File: src/decimal_digit_permuter_defines.svh
// assertion macros for the decimal digit permuter
// expects clk and arst_n in the scope of each use
`ifndef DECIMAL_DIGIT_PERMUTER_DEFINES_SVH
`define DECIMAL_DIGIT_PERMUTER_DEFINES_SVH

`ifndef SYNTHESIS

// checked only while out of reset
`define DDP_ASSERT(lbl, prop, msg) \
	lbl: assert property (@(posedge clk) disable iff (!arst_n) prop) else $error(msg);

// checked at every edge, reset included
`define DDP_ASSERT_ALWAYS(lbl, prop, msg) \
	lbl: assert property (@(posedge clk) prop) else $error(msg);

`else

`define DDP_ASSERT(lbl, prop, msg)
`define DDP_ASSERT_ALWAYS(lbl, prop, msg)

`endif

`endif

File: src/ddp_pkg.sv
// types, constants and helpers shared by the decimal digit permuter
// no dependencies
package ddp_pkg;

	localparam int DIGIT_COUNT = 7;
	localparam int VALUE_W     = 24;
	localparam int DIGIT_W     = 4;
	localparam int IDX_W       = $clog2(DIGIT_COUNT);
	localparam int ACC_W       = $clog2(10 ** DIGIT_COUNT);

	// reciprocal multiply: exact quotient for any VALUE_W-bit value and divisor from 2 up to 15
	localparam int RECIP_SHIFT = 28;
	localparam int RECIP_W     = 28;
	localparam int RECIP_ONE   = 2 ** RECIP_SHIFT;
	localparam int RADIX_DEC   = 10;

	typedef logic [DIGIT_W-1:0]    digit_t;
	typedef digit_t [DIGIT_COUNT-1:0] digits_t;
	typedef logic [IDX_W-1:0]      idx_t;
	typedef idx_t [DIGIT_COUNT-2:0] sels_t;
	typedef logic [VALUE_W-1:0]    value_t;

	typedef struct packed {
		value_t quo;
		digit_t rem;
	} divmod_t;

	typedef struct packed {
		logic    valid;
		digits_t dig;
		sels_t   sel;
	} perm_word_t;

	typedef struct packed {
		logic    valid;
		digits_t dig;
	} comb_word_t;

	typedef struct packed {
		logic   valid;
		value_t value;
	} res_word_t;

	// quotient and remainder of x by a small constant d, m = ceil(2^RECIP_SHIFT / d)
	function automatic divmod_t divmod_small(input value_t x, input logic [RECIP_W-1:0] m,
			input digit_t d);
		logic [VALUE_W+RECIP_W-1:0] prod;
		divmod_t r;
		prod  = {{RECIP_W{1'b0}}, x} * {{VALUE_W{1'b0}}, m};
		r.quo = prod[RECIP_SHIFT +: VALUE_W];
		r.rem = DIGIT_W'(x - value_t'(r.quo * value_t'(d)));
		return r;
	endfunction

endpackage

File: src/ddp_permute.sv
// permutation: one position settled per stage, rotating the digits between
// depends on ddp_pkg
module ddp_permute import ddp_pkg::*; (
	input  logic       clk,
	input  logic       arst_n,
	input  logic       adv,
	input  perm_word_t in_word,
	output comb_word_t out_word
);

	logic    valid_s [DIGIT_COUNT-1];
	digits_t dig_s   [DIGIT_COUNT-1];
	sels_t   sel_s   [DIGIT_COUNT-1];

	for (genvar i = 0; i < DIGIT_COUNT - 1; i++) begin : g_stage
		logic    vin;
		digits_t dd, dn;
		sels_t   ss;
		idx_t    src;

		if (i == 0) begin : g_first
			assign vin = in_word.valid;
			assign dd  = in_word.dig;
			assign ss  = in_word.sel;
		end else begin : g_next
			assign vin = valid_s[i-1];
			assign dd  = dig_s[i-1];
			assign ss  = sel_s[i-1];
		end

		assign src = IDX_W'(i) + ss[i];

		always_comb begin
			for (int k = 0; k < DIGIT_COUNT; k++) begin
				if (k == i) begin
					dn[k] = dd[src];
				end else if (k > i && k <= int'(src)) begin
					dn[k] = dd[k-1];
				end else begin
					dn[k] = dd[k];
				end
			end
		end

		always_ff @(posedge clk or negedge arst_n) begin
			if (!arst_n) begin
				valid_s[i] <= 1'b0;
			end else if (adv) begin
				valid_s[i] <= vin;
			end
		end

		always_ff @(posedge clk) begin
			if (adv) begin
				dig_s[i] <= dn;
				sel_s[i] <= ss;
			end
		end
	end

	assign out_word.valid = valid_s[DIGIT_COUNT-2];
	assign out_word.dig   = dig_s[DIGIT_COUNT-2];

endmodule

File: config.mk
export PLATFORM = sky130hd
export DESIGN_NAME = ddp_permute
export DESIGN_NICKNAME = d
export VERILOG_FILES = /design/src/decimal_digit_permuter_defines.svh /design/src/ddp_pkg.sv /design/src/ddp_permute.sv
export SDC_FILE = /design/constraint.sdc
export NUM_CORES = 1
export LEC_CHECK = 0
export CORE_ASPECT_RATIO = 0.9
export CORE_MARGIN = 2
export CORE_UTILIZATION = 55
export CTS_CLUSTER_SIZE = 24
export DETAILED_ROUTE_END_ITERATION = 8
export DONT_BUFFER_PORTS = 1
export GPL_ROUTABILITY_DRIVEN = 0
export PLACE_DENSITY = 0.7
export SYNTH_ARGS = -nofsm -noshare
export SYNTH_HDL_FRONTEND = slang
export SYNTH_SLANG_ARGS = --single-unit
File: constraint.sdc
create_clock -name clk -period 2.86 [get_ports clk]
set_input_delay 0.143 -clock clk [delete_from_list [all_inputs] [get_ports clk]]
set_output_delay 0.143 -clock clk [all_outputs]
set_load 0.005 [all_outputs]
* Yosys cells after proc, flatten, opt, wreduce, memory -nomap -nowiden *
Memory sizes are Yosys's and may differ from the RTL's.
Cells that the tools add are included.

word-level totals
  flip-flop bits (word level) = 6
  memory bits (writable) = 276
  input bits = 50
  word-level logic and storage cells = 75
  memories kept = 2

memories
  name   depth  width  rd ports  clocked after Yosys merged registers in  write ports  RTL line           text
  dig_s  6      28     6         0                                        6            ddp_permute.sv:12  digits_t dig_s [DIGIT_COUNT-1];
  sel_s  6      18     5         0                                        6            ddp_permute.sv:13  sels_t sel_s [DIGIT_COUNT-1];

cells by class
  add/sub/neg operators = 5
  order comparisons = 27
  multiplexer cells = 35

operators by type and width
  operator             number
  $mux 4               27
  $bmux 4 s3           6
  $le 3x3->1 const A   15
  $lt 3x4->1 const B   6
  $le 2x3->1 const A   5
  $add 2x3->3 const A  2
  $add 3x3->3 const A  2
  $add 1x3->3 const A  1
  $le 1x3->1 const A   1
  $mux 1               2

* Depth between registers and ports, before layout *
  depth in word-level cells = 3
  depth in mapped cells = 7

* Worst setup path after synthesis *
OpenSTA, ideal clock, no wires.

  path type = reg2reg
  start point = memory sel_s[2][9] (netlist name)
  end point = memory dig_s[3][12] (netlist name), data pin
  library setup time = 0.261 ns
  arrival time = 1.798 ns
  data required time = 2.599 ns
  setup slack = 0.801 ns
  cell stages (with the launch flop) = 7
  path buffers = 0
  period minus slack after synthesis = 2.059 ns
  cell sequence = edfxtp_1 -> clkinv_1 -> ha_1 -> xnor2_4 -> mux4_2 -> nor2_1 -> a21oi_1

RTL lines
  what                RTL line
  start: declaration  ddp_permute.sv:13
  end: declaration    ddp_permute.sv:12

==> results.sh <==
export IMPL_postLayoutCellArea_um2=10900
export IMPL_viasPerCell=5.66
export IMPL_start_kind="register"
export IMPL_synth_seq_area_share=0.702
export IMPL_hold_violations=66
export IMPL_drtAntennaViolNets=0
export IMPL_post_drt_wl_per_cell_um=18.7
export IMPL_seq_area_um2=6550
export IMPL_layoutNonFillerInstCount=833
export IMPL_clock_fmax_mhz=395
export IMPL_cts_sinks=219
export IMPL_synth_main_ff_cell="edfxtp_1"
export IMPL_antenna_cells=0
export IMPL_p_switching_mw=1.63
export IMPL_rsz0062_at_grt="false"
export IMPL_die_area_um2=18000
export IMPL_switching_share=0.211
export IMPL_port_buffers=0
export IMPL_h_tree_depth=1
export IMPL_fin_setup_tns_ns=0
export IMPL_insertion_delay_ns=0.51
export IMPL_fin_util=0.653
export IMPL_irDropWorstVdd_v=0.000387
export IMPL_cp_end_kind="register"
export IMPL_clockBufferDepth=3
export IMPL_dp_hpwl_um=9940
export IMPL_cts_hold_buffers=64
export IMPL_post_dp_cell_area_um2=9560
export IMPL_syn_num_nets=589
export IMPL_netlist_area_um2=9330
export IMPL_grt_overflow=0
export IMPL_drc=0
export IMPL_grt_use_met2=0.331
export IMPL_grt_usage=0.176
export IMPL_multi_input_area_um2=2650
export IMPL_syn_inst=528
export IMPL_crit_arrival_ns=2.78
export IMPL_violations="negative hold slack"
export IMPL_postCtsSetupBuffers=0
export IMPL_grt_pass1_wl_um=25000
export IMPL_rrSetupSlack_ns=0.33
export IMPL_synth_distinct_cells=40
export IMPL_synthTopCellsByArea="edfxtp_1 69%, mux2_2 11%, mux2i_1 4.6%, mux4_2 2.4%, dfrtp_1 1.6%"
export IMPL_initial_core_util=0.558
export IMPL_placedCellCount=729
export IMPL_io_pins=79
export IMPL_synth_top_area_share=0.686
export IMPL_combPwrFrac=0.101
export IMPL_path_clk_slew_ns=0.06
export IMPL_antenna_found_initial=0
export IMPL_vias=4717
export IMPL_grt_most_used_layer="met2"
export IMPL_crit_fanout=15
export IMPL_clock_skew_ns=0.0205
export IMPL_nets=667
export IMPL_syn_to_final_growth_pct=17.0
export IMPL_status="finished with violations"
export IMPL_synth_top_area_cell="edfxtp_1"
export IMPL_dr_pass1_iters=4
export IMPL_drt_iter0_markers=202
export IMPL_fin_hold_ws_ns=-0.234
export IMPL_timing_final_crit_share=0.884
export IMPL_maxSlewViolCount=0
export IMPL_use_met3=0.0296
export IMPL_p_int_mw=6.08
export IMPL_tritoncts="built"
export IMPL_dp_slack_ns=0.353
export IMPL_setup_worst_path_class="register to register"
export IMPL_worst_pin_slew_ns=0.894
export IMPL_die_y_um=128
export IMPL_crit_required_ns=3.11
export IMPL_total_leakage_power_nw=3.89
export IMPL_core_um2=16700
export IMPL_layout_drive_gt1_share=0.243
export IMPL_setup_viol=0
export IMPL_relSlewSlack=0.398
export IMPL_ys_ff_latch=219
export IMPL_synth_edff_count=213
export IMPL_use_met1=0.195
export IMPL_ys_warn_count=0
export IMPL_period_needed_ns=2.53
export IMPL_routed_wl_um=15600
export IMPL_p_clk_frac=0.366
export IMPL_rows=45
export IMPL_cts_root_buf="clkbuf_16"
export IMPL_maxCapViolations=0
export IMPL_n_fill_cell=1159
export IMPL_syn_avg_cell_area_um2=17.7
export IMPL_cts_repair_resized=0
export IMPL_die_w_um=141
export IMPL_seq_power_share=0.533
export IMPL_holdCritPathClass="input port to register"
export IMPL_cellPowerDensity_nw_per_um2=706
export IMPL_async_reset_ff_frac=0.0274
export IMPL_setup_ws_ns=0.331
export IMPL_grt_start_max_net_pins=220
export IMPL_grt_pass1_vias=4995
export IMPL_cts_inserted_buffers=22
worst max-delay path, stage by stage, from the launching register on:
cell      delay [ns]
edfxtp_1        0.43
clkinv_1        0.28
ha_1            0.36
xnor2_4         0.45
mux4_2          0.56
nor2_1          0.12
a21oi_1         0.07
flip-flops by register name (all words and copies together), names as in the netlist:
register	cells
dig_s	168
g_stage.vin	5
out_word	1
sel_s	45
path summary, 6_finish.rpt:
| path | cells after the start | end | from |
|---|---|---|---|
| setup / recovery | 6 | dig_s[3][14]$_DFFE_PP_ | sel_s[2][9]$_DFFE_PP_ |
| max in group asynchronous | 2 | out_word[28]$_DFFE_PN0P_ | arst_n |
| hold / removal | 0 | dig_s[5][4]$_DFFE_PP_ | adv |
| setup reg to reg | 6 | dig_s[3][14]$_DFFE_PP_ | sel_s[2][9]$_DFFE_PP_ |
| min in group asynchronous | 2 | g_stage[5].vin$_DFFE_PN0P_ | arst_n |
| hold reg to reg | 0 | sel_s[1][17]$_DFFE_PP_ | sel_s[0][17]$_DFFE_PP_ |
power by group through the flow:
stage,Clock (mW),Combinational [mW],Sequential (mW)
floorplan,0,0.561,4.09
global placement,0,0.640,4.16
detailed placement,0,0.664,4.17
CTS,2.88,0.772,4.10
global route,2.99,0.840,4.15
finish,2.82,0.777,4.11
per-layer routing:
| metal | routed length, um | vias up |
|---|---|---|
| met2 | 8210 | 132 |
| met1 | 6210 | 2278 |
| met3 | 561 | 49 |
| met5 | 0 | - |
| li1 | - | 2258 |
| met4 | 609 | 0 |
cells by family (layout without fill, tap and decap cells):
logic type,count (synthesis),count (layout),share of synthesized area
adder cells (fa/ha/maj),11,11,0.0148
AND/OR/NAND/NOR,65,65,0.0310
AO/OA/AOI/OAI,58,58,0.0445
flip-flops,219,219,0.702
XOR/XNOR,3,3,0.00644
multiplexers,146,146,0.187
buffers and inverters,26,120,0.0143
cell usage in the layout (no fill, tap or decap), types with 8 or more instances in the layout:
master and instances:
dlygate4sd3_1 64, nor2b_1 8, a211oi_1 16, mux2i_1 43, ha_1 11, mux4_2 10
a31oi_1 8, edfxtp_1 213, nand2_1 22, mux2_2 90, clkbuf_16 22, nor2_1 26
buf_4 10
Yosys cell counts, drive strengths merged, types with 2 or more instances:
cell type / instances
a211oi: 16
a21oi: 7
a221oi: 7
a31oi: 8
buf: 15
clkbuf: 5
dfrtp: 6
edfxtp: 213
ha: 11
inv: 5
mux2: 90
mux2i: 43
mux4: 13
nand2: 23
nor2: 27
nor2b: 8
nor3: 2
o21ai: 10
o221a: 2
o311ai: 4
xnor2: 2
area by class of cell:
type	count	share of cell area
sequential	219	0.600
multi-input combinational	283	0.243
timing repair buffer	74	0.0656
clock buffer	29	0.0528
tap	211	0.0242
clock inverter	11	0.0131
inverter	6	0.00206
metrics by stage:
stage / hold WS, ns / power, mW
floorplan: -0.153 / 4.65
global placement: -0.152 / 4.80
detailed placement: -0.152 / 4.83
CTS: -0.258 / 7.75
global route: -0.263 / 7.98
finish: -0.234 / 7.71
(Power assumes the default switching activity.)
