`src/decimal_digit_permuter_defines.svh`:
```
// assertion macros for the decimal digit permuter
// expects clk and arst_n in the scope of each use
`ifndef DECIMAL_DIGIT_PERMUTER_DEFINES_SVH
`define DECIMAL_DIGIT_PERMUTER_DEFINES_SVH

`ifndef SYNTHESIS

// checked only while out of reset
`define DDP_ASSERT(lbl, prop, msg) \
	lbl: assert property (@(posedge clk) disable iff (!arst_n) prop) else $error(msg);

// checked at every edge, reset included
`define DDP_ASSERT_ALWAYS(lbl, prop, msg) \
	lbl: assert property (@(posedge clk) prop) else $error(msg);

`else

`define DDP_ASSERT(lbl, prop, msg)
`define DDP_ASSERT_ALWAYS(lbl, prop, msg)

`endif

`endif

```
`src/ddp_pkg.sv`:
```
// types, constants and helpers shared by the decimal digit permuter
// no dependencies
package ddp_pkg;

	localparam int DIGIT_COUNT = 7;
	localparam int VALUE_W     = 24;
	localparam int DIGIT_W     = 4;
	localparam int IDX_W       = $clog2(DIGIT_COUNT);
	localparam int ACC_W       = $clog2(10 ** DIGIT_COUNT);

	// reciprocal multiply: exact quotient for any VALUE_W-bit value and divisor from 2 up to 15
	localparam int RECIP_SHIFT = 28;
	localparam int RECIP_W     = 28;
	localparam int RECIP_ONE   = 2 ** RECIP_SHIFT;
	localparam int RADIX_DEC   = 10;

	typedef logic [DIGIT_W-1:0]    digit_t;
	typedef digit_t [DIGIT_COUNT-1:0] digits_t;
	typedef logic [IDX_W-1:0]      idx_t;
	typedef idx_t [DIGIT_COUNT-2:0] sels_t;
	typedef logic [VALUE_W-1:0]    value_t;

	typedef struct packed {
		value_t quo;
		digit_t rem;
	} divmod_t;

	typedef struct packed {
		logic    valid;
		digits_t dig;
		sels_t   sel;
	} perm_word_t;

	typedef struct packed {
		logic    valid;
		digits_t dig;
	} comb_word_t;

	typedef struct packed {
		logic   valid;
		value_t value;
	} res_word_t;

	// quotient and remainder of x by a small constant d, m = ceil(2^RECIP_SHIFT / d)
	function automatic divmod_t divmod_small(input value_t x, input logic [RECIP_W-1:0] m,
			input digit_t d);
		logic [VALUE_W+RECIP_W-1:0] prod;
		divmod_t r;
		prod  = {{RECIP_W{1'b0}}, x} * {{VALUE_W{1'b0}}, m};
		r.quo = prod[RECIP_SHIFT +: VALUE_W];
		r.rem = DIGIT_W'(x - value_t'(r.quo * value_t'(d)));
		return r;
	endfunction

endpackage

```
`src/ddp_res_if.sv`:
```
// result channel: permuted value words out of the permuter
// depends on ddp_pkg
interface ddp_res_if import ddp_pkg::*; ();
	logic   valid;
	logic   ready;
	value_t permuted_value;

	modport source (output valid, output permuted_value, input ready);
	modport sink (input valid, input permuted_value, output ready);
endinterface

```
`src/ddp_outbuf.sv`:
```
// output register with skid stage, decouples pipeline advance from result ready
// depends on ddp_pkg, ddp_res_if and the assertion macro header
`include "decimal_digit_permuter_defines.svh"

module ddp_outbuf import ddp_pkg::*; (
	input  logic             clk,
	input  logic             arst_n,
	input  res_word_t        in_word,
	output logic             in_ready,
	ddp_res_if.source        result
);

	logic   out_valid_q;
	value_t out_data_q;
	logic   skid_valid_q;
	value_t skid_data_q;

	assign in_ready              = !skid_valid_q;
	assign result.valid          = out_valid_q;
	assign result.permuted_value = out_data_q;

	always_ff @(posedge clk or negedge arst_n) begin
		if (!arst_n) begin
			out_valid_q  <= 1'b0;
			skid_valid_q <= 1'b0;
		end else if (!out_valid_q || result.ready) begin
			if (skid_valid_q) begin
				out_valid_q  <= 1'b1;
				out_data_q   <= skid_data_q;
				skid_valid_q <= 1'b0;
			end else begin
				out_valid_q <= in_word.valid;
				out_data_q  <= in_word.value;
			end
		end else if (in_word.valid && !skid_valid_q) begin
			skid_valid_q <= 1'b1;
			skid_data_q  <= in_word.value;
		end
	end

	`DDP_ASSERT(a_skid_behind_out, skid_valid_q |-> out_valid_q, "skid word without output word")
	`DDP_ASSERT(a_skid_fill_on_stall, $rose(skid_valid_q) |-> $past(out_valid_q && !result.ready), "skid filled without stall")
	`DDP_ASSERT(a_skid_drain, skid_valid_q && result.ready |=> out_valid_q && !skid_valid_q, "skid word not moved out")
	`DDP_ASSERT_ALWAYS(a_reset_empty, !arst_n && $past(!arst_n) |-> !out_valid_q && !skid_valid_q, "buffer not empty in reset")

endmodule

```
`src/flat_wrapper.sv`:
```
// flat-port wrapper written by rule: the top's interface ports become plain ports
module ddp_outbuf_flat import ddp_pkg::*;
  (clk, arst_n, in_word, in_ready, result_valid, result_permuted_value, result_ready);
  ddp_res_if result_i ();
  input  logic clk;
  input  logic arst_n;
  input  res_word_t in_word;
  output logic in_ready;
  output wire logic [$bits(result_i.valid)-1:0] result_valid;
  output wire logic [$bits(result_i.permuted_value)-1:0] result_permuted_value;
  input wire logic [$bits(result_i.ready)-1:0] result_ready;
  assign result_valid = result_i.valid;
  assign result_permuted_value = result_i.permuted_value;
  assign result_i.ready = result_ready;
  ddp_outbuf u_core (.clk(clk), .arst_n(arst_n), .in_word(in_word), .in_ready(in_ready), .result(result_i));
endmodule
```
`config.mk`:
```
export PLATFORM = sky130hd
export DESIGN_NAME = ddp_outbuf_flat
export DESIGN_NICKNAME = d
export VERILOG_FILES = /design/src/ddp_pkg.sv /design/src/ddp_res_if.sv /design/src/ddp_outbuf.sv /design/src/flat_wrapper.sv
export VERILOG_INCLUDE_DIRS = /design/src /design/src/src
export SDC_FILE = /design/constraint.sdc
export NUM_CORES = 1
export LEC_CHECK = 0
export BUFFER_PORTS_ARGS = -buffer_cell sky130_fd_sc_hd__buf_2
export CAP_MARGIN = 20
export CORE_AREA = 2 2 65 67
export DETAILED_ROUTE_END_ITERATION = 7
export DIE_AREA = 0 0 67 69
export HOLD_SLACK_MARGIN = 0.03
export PLACE_DENSITY = 0.78
export SLEW_MARGIN = 20
export SYNTH_ARGS = -nofsm -noshare
export SYNTH_HDL_FRONTEND = slang
export SYNTH_SLANG_ARGS = --single-unit
```
`constraint.sdc`:
```
create_clock -name clk -period 3.6 [get_ports clk]
set_input_delay 0 -clock clk [delete_from_list [all_inputs] [get_ports clk]]
set_output_delay 0 -clock clk [all_outputs]
set_load 0.02 [all_outputs]
```
## After elaboration in Yosys (flattened, before gate mapping)

Index checks and enable logic that the tools add are counted.

- $add $sub $neg: 0
- Multipliers: 0
- Div/mod/pow operators: 0
- Order comparisons: 0
- Equality and inequality tests: 0
- Shift-type cells: 0
- Multiplexer cells: 4
- Bitwise operators: 1
- Reduce and logical (&&, ||, !) cells: 7

Operator list:

| cell | count |
|---|---|
| $mux 24 | 1 |
| $mux 1 | 3 |
| $reduce_and 3->1 | 1 |
| $logic_not 1->1 | 2 |
| $reduce_and 2->1 | 1 |
| $reduce_bool 2->1 | 1 |
| $logic_and 1x1->1 | 1 |
| $logic_or 1x1->1 | 1 |
| $not 1->1 | 1 |

- Register bits: 50
- Bits in latches: 0
- Memory bits (writable): 0
- ROM bits: 0
- Output and inout port bits: 26
- Memories: 0

## Logic depth before layout (Yosys ltp)

- Word-level depth: 4
- Mapped depth: 4

## Worst setup path after synthesis

No wires, ideal clock.

- Kind: register to register
- Start point: register u_core.skid_valid_q
- End point: register u_core.skid_data_q[0] (enable)
- Setup time: 0.435 ns
- Arrival: 2.354 ns
- Required time: 3.165 ns
- Setup slack: 0.811 ns
- Cell stages (with the launch flop): 4
- Path buffers: 2
- Cells stage by stage: dfrtp_1 > buf_6 > buf_8 > nor3_1

- Longest elaborated chain between the ends: 3

RTL lines:

| what | line | source |
|---|---|---|
| from (decl) | ddp_outbuf.sv:15 | `logic skid_valid_q;` |
| from (signal assigned) | ddp_outbuf.sv:25 | `skid_valid_q <= 1'b0;` |
| from (signal assigned) | ddp_outbuf.sv:30 | `skid_valid_q <= 1'b0;` |
| from (signal assigned) | ddp_outbuf.sv:36 | `skid_valid_q <= 1'b1;` |
| $logic_not 1->1 | ddp_outbuf.sv:35 | `end else if (in_word.valid && !skid_valid_q) begin` |
| $logic_and 1x1->1 | ddp_outbuf.sv:35 |  |
| $reduce_and 3->1 (no line) | -- |  |
| to (signal assigned) | ddp_outbuf.sv:37 | `skid_data_q <= in_word.value;` |
| to (decl) | ddp_outbuf.sv:16 | `value_t skid_data_q;` |

Every way passes these cells.
A chain may end at the register's enable or synchronous reset.

## Worst setup path after layout

- Start point: register u_core.out_valid_q, in the netlist u_core.result.valid
- End point: register u_core.out_data_q[21], in the netlist u_core.result.permuted_value[21] (enable)

- Longest elaborated chain between the ends: 3

RTL lines:

| what | line | source |
|---|---|---|
| from (decl) | ddp_outbuf.sv:13 | `logic out_valid_q;` |
| from (signal assigned) | ddp_outbuf.sv:32 | `out_valid_q <= in_word.valid;` |
| $logic_not 1->1 | ddp_outbuf.sv:26 | `end else if (!out_valid_q \|\| result.ready) begin` |
| $logic_or 1x1->1 | ddp_outbuf.sv:26 |  |
| $reduce_and 2->1 (no line) | -- |  |
| to (signal assigned) | ddp_outbuf.sv:29 | `out_data_q <= skid_data_q;` |
| to (signal assigned) | ddp_outbuf.sv:33 | `out_data_q <= in_word.value;` |
| to (decl) | ddp_outbuf.sv:14 | `value_t out_data_q;` |

Every way passes these cells.

==> results.cfg <==
[sta]
setup_viol = 0
skew_ns = 0.009995
whs_ns = 0.04817
rsz0062_at_grt = no
period_needed_ns = 1.758
tns_ns = 0
period_share_pct = 48.84
slew_headroom_pct = 29.55
finalHoldViolations = 0
tightest_slew_ns = 1.057
maxSlewViolCount = 0
max_freq_mhz = 568.7

[clock_network]
post_cts_buffers = 0
cts_root_buffer = clkbuf_8
clkTransAtPathRegs_ns = 0.08
cts_sinks = 50
cts_resized = 0
cts_made_buffers = 5
h-tree-depth = 2
clock_path_buffers = 2
ctsHoldBuffers = 27
insertion_delay_ns = 0.30
cts_tree = built

[yosys]
synthTopCellsByArea = edfxtp_1 (76%), mux2_4 (13%), mux2_2 (4.1%), dfrtp_1 (2.6%), buf_12 (1.0%)
synth_seq_cells = 50
syn_inst = 85
avgSynthCellArea_um2 = 22.45
synth_top_cell_by_area = edfxtp_1
synth_cell_types = 13
synth_top_area_share_pct = 75.54
ys_seq_area_share_pct = 78.16
synthesis.nets = 113
yosysWarnings = 0
synthesis.area_um2 = 1908

[grt]
grt_pass1_vias = 1067
grt_max_degree = 28
track_usage_pct = 14.85
grt_pass1_wl_um = 4981
grtUsageMet1_pct = 16.93
antenna_found_initial = 0
gr-usage-met3_pct = 4.568
grt_busiest_layer = met2
grt_use_met2_pct = 25.96
gr-total-overflow = 0

[drt]
routedWlPerCell_um = 14.45
ant_nets = 0
drt_first_pass_iters = 4
route.final.wire_length_um = 3208
route.detailed.drc = 0
drtIter0Drc = 22
vias = 1030
viasPerCell = 4.640

[floorplanning]
die_area_um2 = 4623
io-pin-count = 54
die_w_um = 67
std_cell_rows = 23
core_area_um2 = 3914
initial_core_util_pct = 48.75
die_h_um = 69

[power_and_ir_drop]
irDropWorstVdd_uv = 279.4
power_density_nw_per_um2 = 439.7
power.leakage_uw = 0.001013

[setup_path]
arrival_ns = 1.67
critical_path_class = reg -> reg
worst_setup_path_end_kind = flop
crit_required_ns = 3.51
worst_setup_path_start_kind = flop
path_max_fanout = 24

[finish]
multi_input_area_um2 = 371.6
syn_to_final_growth_pct = 34.23
nFillCells = 282
antenna_cells = 0
nets = 199
regArea_um2 = 1491
drive_gt1_share_pct = 50.00

[placement]
gp_congestion = 0.6383
portBuffers = 53

[run_status]
status = finished, final reports clean

[flow_run]
cap_violations = 0

[hold_path]
hold_path.class = in -> reg
[path summary, 6_finish.rpt]
check	depth (start not counted)	to	slack (ns)	startpoint
hold reg to reg	1	u_core.result.permuted_value[16]$_DFFE_PP_	0.55	u_core.skid_data_q[16]$_DFFE_PP_
max in group asynchronous	3	u_core.result.valid$_DFFE_PN0P_	2.87	arst_n
hold / removal	3	u_core.skid_valid_q$_DFFE_PN0P_	0.05	result_ready
setup / recovery	2	u_core.result.permuted_value[21]$_DFFE_PP_	1.84	u_core.result.valid$_DFFE_PN0P_
min in group asynchronous	3	u_core.skid_valid_q$_DFFE_PN0P_	0.61	arst_n
setup reg to reg	2	u_core.result.permuted_value[21]$_DFFE_PP_	1.84	u_core.result.valid$_DFFE_PN0P_
[placed cells by master (no fill, tap or decap)]
master	instances
clkinv_1	1
nor3_2	1
nor2_1	2
clkbuf_1	1
inv_1	1
nand2b_1	1
mux2_2	7
and2_1	1
buf_4	2
dlygate4sd3_1	27
dfrtp_1	2
buf_2	53
mux2_4	17
clkinv_2	1
clkbuf_8	5
nand2_1	2
edfxtp_1	48
[cells in the mapped netlist]
cell type / count
and2_1: 1
buf_12: 1
buf_6: 1
buf_8: 1
dfrtp_1: 2
edfxtp_1: 48
inv_1: 1
mux2_2: 7
mux2_4: 17
nand2_1: 2
nand2b_1: 1
nor2_1: 2
nor3_1: 1
[final cells by class]
| class | instances | area share (%) |
|---|---|---|
| sequential | 50 | 58.23 |
| timing repair buffer | 82 | 21.49 |
| clock inverter | 2 | 0.3420 |
| clock buffer | 6 | 2.833 |
| multi-input combinational | 31 | 14.51 |
| tap | 50 | 2.443 |
| inverter | 1 | 0.1466 |
[critical path, stage by stage, from the launching register on]
cell and delay [ns]:
dfrtp_1 0.38, nand2b_1 0.14, and2_1 0.85
[where the power goes]
part           internal [uW]  switching [uW]  leakage, uW
clock                    134             165    0.0000426
sequential               671            6.73     0.000469
combinational           76.7            72.4     0.000501
total                    882             244      0.00101
[cells by family after synthesis]
family	count (synthesis)	share of synthesized area (%)
multiplexers	24	17.51
flip-flops	50	78.16
AND/OR/NAND/NOR	7	1.705
buffers and inverters	4	2.623
[stage by stage]
step | instance area, um^2 | setup WS (ns) | utilization [%] | cells | power [uW]
finish | 2561 | 1.842 | 65.44 | 222 | 1126
global route | 2561 | 1.714 | 65.44 | 222 | 1168
CTS | 2561 | 1.828 | 65.44 | 222 | 1136
detailed placement | 2210 | 1.859 | 56.46 | 187 | 817.2
global placement | 2210 | 1.909 | 56.46 | 187 | 812.8
floorplan | 1908 | 0.8108 | - | 85 | 778.8
[sequential cells by signal (all words and copies together) (netlist names)]
signal                        count
u_core.skid_data_q               24
u_core.result.valid               1
u_core.skid_valid_q               1
u_core.result.permuted_value     24
[routing by layer]
| metal | up-vias | share of wire, % |
|---|---|---|
| met5 | - | 0 |
| met2 | 37 | 55 |
| met4 | 0 | 0 |
| met3 | 0 | 5.9 |
| met1 | 492 | 39 |
| li1 | 501 | - |
(Power assumes the default switching activity.)
