`config.mk`:
```
export PLATFORM = sky130hd
export DESIGN_NAME = ddp_combine
export DESIGN_NICKNAME = d
export VERILOG_FILES = /design/src/decimal_digit_permuter_defines.svh /design/src/ddp_pkg.sv /design/src/ddp_combine.sv
export SDC_FILE = /design/constraint.sdc
export NUM_CORES = 1
export LEC_CHECK = 0
export ABC_AREA = 1
export BUFFER_PORTS_ARGS = -buffer_cell sky130_fd_sc_hd__buf_2
export CAP_MARGIN = 20
export CORE_MARGIN = 10
export CORE_UTILIZATION = 40
export DETAILED_ROUTE_END_ITERATION = 7
export PLACE_DENSITY = 0.58
export SETUP_SLACK_MARGIN = 0.1
export SLEW_MARGIN = 20
export SYNTH_ARGS = -nofsm -noshare
export SYNTH_HDL_FRONTEND = slang
export SYNTH_SLANG_ARGS = --single-unit
```
`constraint.sdc`:
```
create_clock -name clk -period 4.7 [get_ports clk]
set_clock_uncertainty 0.15 [all_clocks]
set_input_delay 0.47 -clock clk [delete_from_list [all_inputs] [get_ports clk]]
set_output_delay 0.47 -clock clk [all_outputs]
set_load 0.01 [all_outputs]
```
`src/decimal_digit_permuter_defines.svh`:
```
// assertion macros for the decimal digit permuter
// expects clk and arst_n in the scope of each use
`ifndef DECIMAL_DIGIT_PERMUTER_DEFINES_SVH
`define DECIMAL_DIGIT_PERMUTER_DEFINES_SVH

`ifndef SYNTHESIS

// checked only while out of reset
`define DDP_ASSERT(lbl, prop, msg) \
	lbl: assert property (@(posedge clk) disable iff (!arst_n) prop) else $error(msg);

// checked at every edge, reset included
`define DDP_ASSERT_ALWAYS(lbl, prop, msg) \
	lbl: assert property (@(posedge clk) prop) else $error(msg);

`else

`define DDP_ASSERT(lbl, prop, msg)
`define DDP_ASSERT_ALWAYS(lbl, prop, msg)

`endif

`endif

```
`src/ddp_pkg.sv`:
```
// types, constants and helpers shared by the decimal digit permuter
// no dependencies
package ddp_pkg;

	localparam int DIGIT_COUNT = 7;
	localparam int VALUE_W     = 24;
	localparam int DIGIT_W     = 4;
	localparam int IDX_W       = $clog2(DIGIT_COUNT);
	localparam int ACC_W       = $clog2(10 ** DIGIT_COUNT);

	// reciprocal multiply: exact quotient for any VALUE_W-bit value and divisor from 2 up to 15
	localparam int RECIP_SHIFT = 28;
	localparam int RECIP_W     = 28;
	localparam int RECIP_ONE   = 2 ** RECIP_SHIFT;
	localparam int RADIX_DEC   = 10;

	typedef logic [DIGIT_W-1:0]    digit_t;
	typedef digit_t [DIGIT_COUNT-1:0] digits_t;
	typedef logic [IDX_W-1:0]      idx_t;
	typedef idx_t [DIGIT_COUNT-2:0] sels_t;
	typedef logic [VALUE_W-1:0]    value_t;

	typedef struct packed {
		value_t quo;
		digit_t rem;
	} divmod_t;

	typedef struct packed {
		logic    valid;
		digits_t dig;
		sels_t   sel;
	} perm_word_t;

	typedef struct packed {
		logic    valid;
		digits_t dig;
	} comb_word_t;

	typedef struct packed {
		logic   valid;
		value_t value;
	} res_word_t;

	// quotient and remainder of x by a small constant d, m = ceil(2^RECIP_SHIFT / d)
	function automatic divmod_t divmod_small(input value_t x, input logic [RECIP_W-1:0] m,
			input digit_t d);
		logic [VALUE_W+RECIP_W-1:0] prod;
		divmod_t r;
		prod  = {{RECIP_W{1'b0}}, x} * {{VALUE_W{1'b0}}, m};
		r.quo = prod[RECIP_SHIFT +: VALUE_W];
		r.rem = DIGIT_W'(x - value_t'(r.quo * value_t'(d)));
		return r;
	endfunction

endpackage

```
`src/ddp_combine.sv`:
```
// recombination: one decimal digit folded into the binary value per stage
// depends on ddp_pkg
module ddp_combine import ddp_pkg::*; (
	input  logic       clk,
	input  logic       arst_n,
	input  logic       adv,
	input  comb_word_t in_word,
	output res_word_t  out_word
);

	logic             valid_s [DIGIT_COUNT];
	digits_t          dig_s   [DIGIT_COUNT];
	logic [ACC_W-1:0] acc_s   [DIGIT_COUNT];

	for (genvar k = 0; k < DIGIT_COUNT; k++) begin : g_stage
		logic             vin;
		digits_t          dd;
		logic [ACC_W-1:0] aa, an;

		if (k == 0) begin : g_first
			assign vin = in_word.valid;
			assign dd  = in_word.dig;
			assign aa  = '0;
		end else begin : g_next
			assign vin = valid_s[k-1];
			assign dd  = dig_s[k-1];
			assign aa  = acc_s[k-1];
		end

		// times ten as shift and add
		assign an = ACC_W'({aa, 3'b000}) + ACC_W'({aa, 1'b0}) + ACC_W'(dd[k]);

		always_ff @(posedge clk or negedge arst_n) begin
			if (!arst_n) begin
				valid_s[k] <= 1'b0;
			end else if (adv) begin
				valid_s[k] <= vin;
			end
		end

		always_ff @(posedge clk) begin
			if (adv) begin
				dig_s[k] <= dd;
				acc_s[k] <= an;
			end
		end
	end

	assign out_word.valid = valid_s[DIGIT_COUNT-1];
	assign out_word.value = VALUE_W'(acc_s[DIGIT_COUNT-1]);

endmodule

```
### Word-level counts from Yosys, hierarchy flattened

Memory sizes are Yosys's and may differ from the RTL's.
Cells that the tools add are included.

* bits in latches: 0
* memory bits (read-only): 0
* word-level logic and storage cells: 23
* memories kept: 2
* bits in writable memories: 364
* register bits after elaboration: 7

* shift-type cells: 0
* magnitude comparators: 0
* equality and inequality tests: 0
* bitwise gates (word level): 0
* divide/modulo/power cells: 0
* multiply operators: 0
* reductions and logical operators: 0
* add/sub/neg operators: 12
* mux-type cells: 2

Memories
* dig_s: words 7, bits a word 28, read ports 6, clocked after Yosys merged registers in 0, wr ports 7, RTL line ddp_combine.sv:12 `digits_t dig_s [DIGIT_COUNT];`
* acc_s: words 7, bits a word 24, read ports 7, clocked after Yosys merged registers in 0, wr ports 7, RTL line ddp_combine.sv:13 `logic [ACC_W-1:0] acc_s [DIGIT_COUNT];`

Operators with widths (number)
* adder 24 bit: 6
* adder 24 x 4 -> 24 bit: 6
* two-way mux 1 bit: 2

### Longest topological paths before layout

Gate-level depths: netlist of run 1.
An unclocked memory read counts as a cell.

* depth after elaboration: 3
* depth in mapped cells: 14
* gate-level depth less buffers: 14

### Worst setup path after synthesis of run 1

Ideal clock, no wire load.

* path kind: reg2reg
* start: mem acc_s[5][0] in the netlist's numbering
* end: mem acc_s[6][14] in the netlist's numbering, data pin
* path buffers: 0
* clock period less this slack: 2.411 ns
* cell stages (with the launch flop): 12
* setup slack: 2.289 ns
* arrival: 2.002 ns
* data required time: 4.291 ns
* path through: edfxtp_1 > inv_1 > fa_1 > inv_1 > fa_1 > nand3_1 > nand3_1 > nand2_1 > nand2_1 > nand2_1 > nand2_1 > xor2_1

RTL lines (RTL line)
* start, declared: ddp_combine.sv:13

==> run summary, run 1 <==
Result of the run = finished, final reports clean
Max Clk Rate = 0.3792 GHz
Post-detail-place hpwl = 17.07 mm
CP dominant cell by count = sky130_fd_sc_hd__nand2_1
Number of enable flip-flop cells after synthesis = 191
Number of nets produced by synthesis = 1434
Worst Max-Slew Pin Slew = 913.1 ps
Commonest cells after routing, fill and taps aside = sky130_fd_sc_hd__nand2_1, sky130_fd_sc_hd__edfxtp_1, sky130_fd_sc_hd__inv_1, sky130_fd_sc_hd__ha_1, sky130_fd_sc_hd__nor2_1
Post-synthesis cell type count = 30
DRC violation count after routing = 0
Standard cell core area = 29560 sq um
Register area = 5911 sq um
Via-to-Cell Ratio = 4.685
H-tree levels = 4
Crit path cell chain = inv_1 -> fa_1 -> inv_1 -> fa_1 -> nand3_1 -> nand3_1 -> nand2_1 -> nand2_1 -> nand2_1 -> nand2_1 -> xor2_1
Iter 0 DRT Violations = 315
Remaining global-route overflow = 0
Number of sinks driven by the clock tree = 198
Total vias in the final route = 8026
Gate Count Post-Synth = 1233
Worst Setup Path Type = flip-flop to flip-flop
Launch point of the worst hold path = in_word[12]
Die W = 192.6 um
Adder-cell share of the synthesized area = 18.49%
Largest incremental delay on the critical path = 530 ps
Proportion of layout cells with a drive suffix above 1 = 8.012%
FF-to-FF End = acc_s[6][14]
CTS tree = built
Reg-to-Reg Start = acc_s[5][0]
Seq/Total Area, Yosys = 49.58%
Top_reg_cell synth = sky130_fd_sc_hd__edfxtp_1
Setup Viol. Count Final = 0
Final period utilization = 56.11%
Final standard cell count with taps included and fillers excluded = 1713
Top-Level Pins = 57
Worst EP required = 4740 ps
Launch point of the worst path = acc_s[5][0]
Most common cell after layout, fill and taps aside = sky130_fd_sc_hd__nand2_1
Filler instances = 2848
Fraction of synthesized cell area in xor and xnor cells = 3.306%
Global-route wire length before repair = 37.20 mm
Routed wire length = 21.57 mm
Overall die area = 37110 sq um
Cell count of the worst reg-to-reg path = 11
Number of diodes = 0
Average size of a mapped cell = 9.669 sq um
Cell chosen for the clock root = sky130_fd_sc_hd__clkbuf_16
Vias in the first global route = 7959
Final Cell Area = 13370 sq um
Sort of element at the end of the critical path = flip-flop
Max transition margin = 39.13%
Max capacitance violation total = 0
Number of post-CTS setup repair buffers = 0
Cell Count Post-Placement = 1680
Number of pins exceeding their max-slew limit in the final report = 0
Post-route antenna net violation count = 0
Nets@finish = 1511
Per-cell routed wire length = 12.59 um
Proportion of synthesized area in mux cells = 0.09446%
Dominant combinational cell family by area after synthesis = simple AND/OR/NAND/NOR gates
Die Y = 192.6 um
Setup TNS = 0 ps
Maximum number of buffers from clock root to sink = 2
Area of combinational cells with multiple inputs = 5313 sq um
Shortest clock period the worst path allows after layout = 2637 ps
Async set-reset flop share out of synthesis = 3.535%
Number of antenna violations at the first check in global routing = 0
Effective utilization at floorplan = 40.33%
Pin count of the biggest net entering global routing = 118
Reg2reg setup slack = 2060 ps
Worst Hold Class = primary input to flip-flop
Ys Warns = 0
Detailed Routing Iterations Pass 1 = 5
Number of buffers inserted by port buffering = 56
Area fraction in and, or, nand and nor cells after synthesis = 18.66%
Number of standard-cell rows in the floorplan = 63
Final Wtd Congestion = 0.8582
Worst path slowest cell = sky130_fd_sc_hd__fa_1
Hold violation total from the final report = 0
Unrepaired setup endpoints after global routing = false
Growth of design area from synthesis to finish = 12.13%
All-layer global routing usage = 12.28%
Cell area after placement = 12720 sq um
Critical path capture point = acc_s[6][14]
CTS clock-pin slew for the worst setup and hold paths = 80 ps
Number of storage elements in the synthesis netlist = 198
Complex-gate fraction of the synthesized area = 4.009%
Number of buffers inserted during clock tree synthesis = 17
Source-to-sink clock delay at the later pin of the worst-skew pair = 440 ps
Worst Setup Start Kind = flip-flop
Arrival time of data at the critical path endpoint = 2680 ps
Post-synthesis cell area = 11920 sq um
Biggest fanout along the worst timing path = 3
repair_timing:
item | 4_1_cts | 5_1_grt
hold buffers | 1 | 0
hold endpoints to repair | 7 | 0
resized for setup | 0 | 0
synthesized netlist by cell type, types with 8 or more instances:
| cell type | instances | share of area [%] |
|---|---|---|
| sky130_fd_sc_hd__nand2_1 | 368 | 12 |
| sky130_fd_sc_hd__edfxtp_1 | 191 | 48 |
| sky130_fd_sc_hd__inv_1 | 183 | 5.8 |
| sky130_fd_sc_hd__ha_1 | 157 | 16 |
| sky130_fd_sc_hd__nor2_1 | 74 | 2.3 |
| sky130_fd_sc_hd__nand3_1 | 68 | 2.9 |
| sky130_fd_sc_hd__a21oi_1 | 54 | 2.3 |
| sky130_fd_sc_hd__xor2_1 | 37 | 2.7 |
| sky130_fd_sc_hd__o21ai_0 | 15 | 0.63 |
| sky130_fd_sc_hd__fa_1 | 12 | 2.0 |
| sky130_fd_sc_hd__nor3_1 | 11 | 0.46 |
| sky130_fd_sc_hd__nand4_1 | 8 | 0.42 |
| sky130_fd_sc_hd__xnor2_1 | 8 | 0.59 |
worst max-delay path, delay by kind of cell (launching register included):
kind | cells | cell delay [ps]
fa+ha+maj | 2 | 1010
simple gates | 6 | 610
flops | 1 | 360
xor+xnor | 1 | 140
buf+inv | 2 | 130
registers in the layout, summed over array words and instances (netlist names):
register	cells
acc_s	101
dig_s	90
g_stage.vin	6
out_word	1
logic make-up (layout without fill, tap and decap cells):
group,after synthesis,in the layout
muxes,1,1
buffers and inverters,186,276
AOI/OAI and AO/OA,87,87
and+or+nand+nor,547,547
xor gates and xnor gates,45,45
DFF,198,198
adders and majority gates,169,169
routing by layer:
metal | vias to the layer above | GRT usage, % | part of all wire (%)
met5 | - | 0 | 0
met4 | 0 | 3.787 | 1.5
met3 | 20 | 2.241 | 2.0
met2 | 81 | 21.62 | 50
met1 | 3665 | 14.89 | 46
li1 | 4260 | - | -
how the worst min path moves through the flow:
stage,endpoint,slack [ps],depth (start not counted)
after floorplan,g_stage[1].vin,20,0
after global placement,out_word[24],160,1
after detailed placement,out_word[24],160,1
after CTS,dig_s[0][18],20,1
after global routing,dig_s[0][7],30,1
final,dig_s[0][12],50,1
metrics by stage:
step | hold slack, ps | utilization (%) | setup WS [ps]
after global placement | 155.8 | 43.04 | 2094
final | 53.99 | 45.22 | 2063
after detailed placement | 161.7 | 43.04 | 2072
after floorplan | 24.41 | - | 2289
after CTS | 22.80 | 45.22 | 2068
after global routing | 25.76 | 45.22 | 1860
layout make-up:
type / count / area share, %
clock inverter: 15 / 1.572
tap: 390 / 3.650
clock buffer: 17 / 3.182
inverter: 185 / 5.195
sequential: 198 / 44.22
timing repair buffer: 59 / 2.443
multi-input combinational: 849 / 39.74
Power of run 1 is not shown: default switching activity piles up to over one toggle a cycle in this logic, so the estimate is an artifact.
==> inputs of run 2 (changes only) <==
- clock period: 4.7 -> 2.7 ns (I/O delays scaled with it)
==> run summary, run 2 (synthesis results as in run 1) <==
Max Clk Rate = 0.4075 GHz
Die Y = 192.6 um
Shortest clock period the worst path allows after layout = 2454 ps
CTS tree = built
Via-to-Cell Ratio = 4.703
Kind of cell adding the most delay to the critical path = adder cells
Setup Viol. Count Final = 0
Register with the most flip-flops = acc_s
Most common cell after layout, fill and taps aside = sky130_fd_sc_hd__nand2_1
Post-detail-place hpwl = 17.29 mm
Reg-to-Reg Start = acc_s[5][0]
Crit path cell chain = inv_1 -> fa_1 -> inv_1 -> fa_2 -> nand3_1 -> nand3_2 -> nand2_1 -> nand2_1 -> nand2_1 -> nand2_1 -> xor2_1
Cell chosen for the clock root = sky130_fd_sc_hd__clkbuf_16
Remaining global-route overflow = 0
Max transition margin = 68.55%
Worst Setup Path Type = flip-flop to flip-flop
Number of standard-cell rows in the floorplan = 63
Cell count of the worst reg-to-reg path = 11
Critical path buffers and inverters = 2
Number of diodes = 0
Final Wtd Congestion = 0.8634
Standard cell core area = 29560 sq um
Die W = 192.6 um
Arrival time of data at the critical path endpoint = 2500 ps
Total vias in the final route = 8226
Routed wire length = 22.02 mm
Hold violation total from the final report = 0
Iter 0 DRT Violations = 352
All-layer global routing usage = 12.49%
Max capacitance violation total = 0
Vias in the first global route = 8139
Met2 layer usage reported by global route = 22.22%
Sort of element at the end of the critical path = flip-flop
Overall die area = 37110 sq um
Unrepaired setup endpoints after global routing = false
Layer carrying the most global-route usage = met2
Setup TNS = 0 ps
Nets@finish = 1547
Effective utilization at floorplan = 40.33%
Max FFs per register = 101
Number of antenna violations at the first check in global routing = 0
Post-route antenna net violation count = 0
Result of the run = finished, final reports clean
Worst Setup Start Kind = flip-flop
Number of pins exceeding their max-slew limit in the final report = 0
Maximum number of buffers from clock root to sink = 2
Proportion of layout cells with a drive suffix above 1 = 9.639%
Largest incremental delay on the critical path = 520 ps
Worst path slowest cell = sky130_fd_sc_hd__fa_1
Biggest fanout along the worst timing path = 3
CP dominant cell by count = sky130_fd_sc_hd__nand2_1
Number of sinks driven by the clock tree = 198
Reg2reg setup slack = 250 ps
Per-cell routed wire length = 12.59 um
Commonest cells after routing, fill and taps aside = sky130_fd_sc_hd__nand2_1, sky130_fd_sc_hd__edfxtp_1, sky130_fd_sc_hd__inv_1, sky130_fd_sc_hd__ha_1, sky130_fd_sc_hd__nor2_1
Number of buffers inserted during clock tree synthesis = 17
Worst EP required = 2740 ps
FF-to-FF End = acc_s[6][14]
Final period utilization = 90.89%
Growth of design area from synthesis to finish = 15.75%
Global-route wire length before repair = 37.71 mm
H-tree levels = 4
CTS clock-pin slew for the worst setup and hold paths = 80 ps
Worst Hold Class = primary input to asynchronous set/reset pin
DRC violation count after routing = 0
Top-Level Pins = 57
Worst Max-Slew Pin Slew = 471.8 ps
Detailed Routing Iterations Pass 1 = 5
Source-to-sink clock delay at the later pin of the worst-skew pair = 440 ps
GRT met1 Usage = 14.73%
Number of buffers inserted by port buffering = 56
Global-route met3 utilization = 2.403%
Pin count of the biggest net entering global routing = 64
## run 2: repair_timing
| action | in CTS | in global routing |
|---|---|---|
| hold endpoints to repair | 36 | 0 |
| pin swaps | 0 | 1 |
| setup buffers | 0 | 3 |
| endpoints found under the setup margin | 2 | 24 |
| hold buffers | 30 | 0 |
| gates resized for setup | 1 | 18 |
## run 2: area by class of cell
type                            count  area (sq um)
Sequential cell                   198          5911
Fill cell                        2788         15760
Clock buffer                       17         425.4
Multi-Input combinational cell    849          5384
Tap cell                          390         488.0
Inverter                          185         694.4
Timing Repair Buffer               95         681.9
Clock inverter                     15         215.2
## run 2: stage by stage
stage / instance area [sq um] / hold WS, ps / instances / setup WS [ps] / util (%)
floorplan: 11920 / -175.6 / 1233 / 289.3 / -
global route: 13800 / 47.58 / 1749 / 94.42 / 46.68
CTS: 13710 / 18.85 / 1746 / 117.6 / 46.38
finish: 13800 / 32.18 / 1749 / 246.0 / 46.68
detailed placement: 12760 / -36.02 / 1684 / 85.50 / 43.18
global placement: 12760 / -43.69 / 1684 / 94.33 / 43.18
## run 2: routing by layer
metal / vias to the layer above / part of all wire, %
met2: 77 / 52
met1: 3793 / 44
li1: 4336 / -
met5: - / 0
met4: 0 / 1.5
met3: 20 / 2.4
## run 2: worst max path at each step
stage,end,cells past startpoint,start
2_1_floorplan,acc_s[6][14],11,acc_s[5][0]
3_3_place_gp,acc_s[6][14],11,acc_s[5][0]
3_5_place_dp,acc_s[6][14],11,acc_s[5][0]
4_1_cts,acc_s[5][18],11,acc_s[4][2]
5_1_grt,acc_s[6][14],11,acc_s[5][0]
6_report,acc_s[6][14],11,acc_s[5][0]
## run 2: worst register-to-register path: stages (launching register included)
cell and delay [ps]:
sky130_fd_sc_hd__edfxtp_1 350, sky130_fd_sc_hd__inv_1 60, sky130_fd_sc_hd__fa_1 520, sky130_fd_sc_hd__inv_1 70, sky130_fd_sc_hd__fa_2 410, sky130_fd_sc_hd__nand3_1 90
sky130_fd_sc_hd__nand3_2 120, sky130_fd_sc_hd__nand2_1 80, sky130_fd_sc_hd__nand2_1 80, sky130_fd_sc_hd__nand2_1 70, sky130_fd_sc_hd__nand2_1 50, sky130_fd_sc_hd__xor2_1 140
Power of run 2 is left out for the same reason.
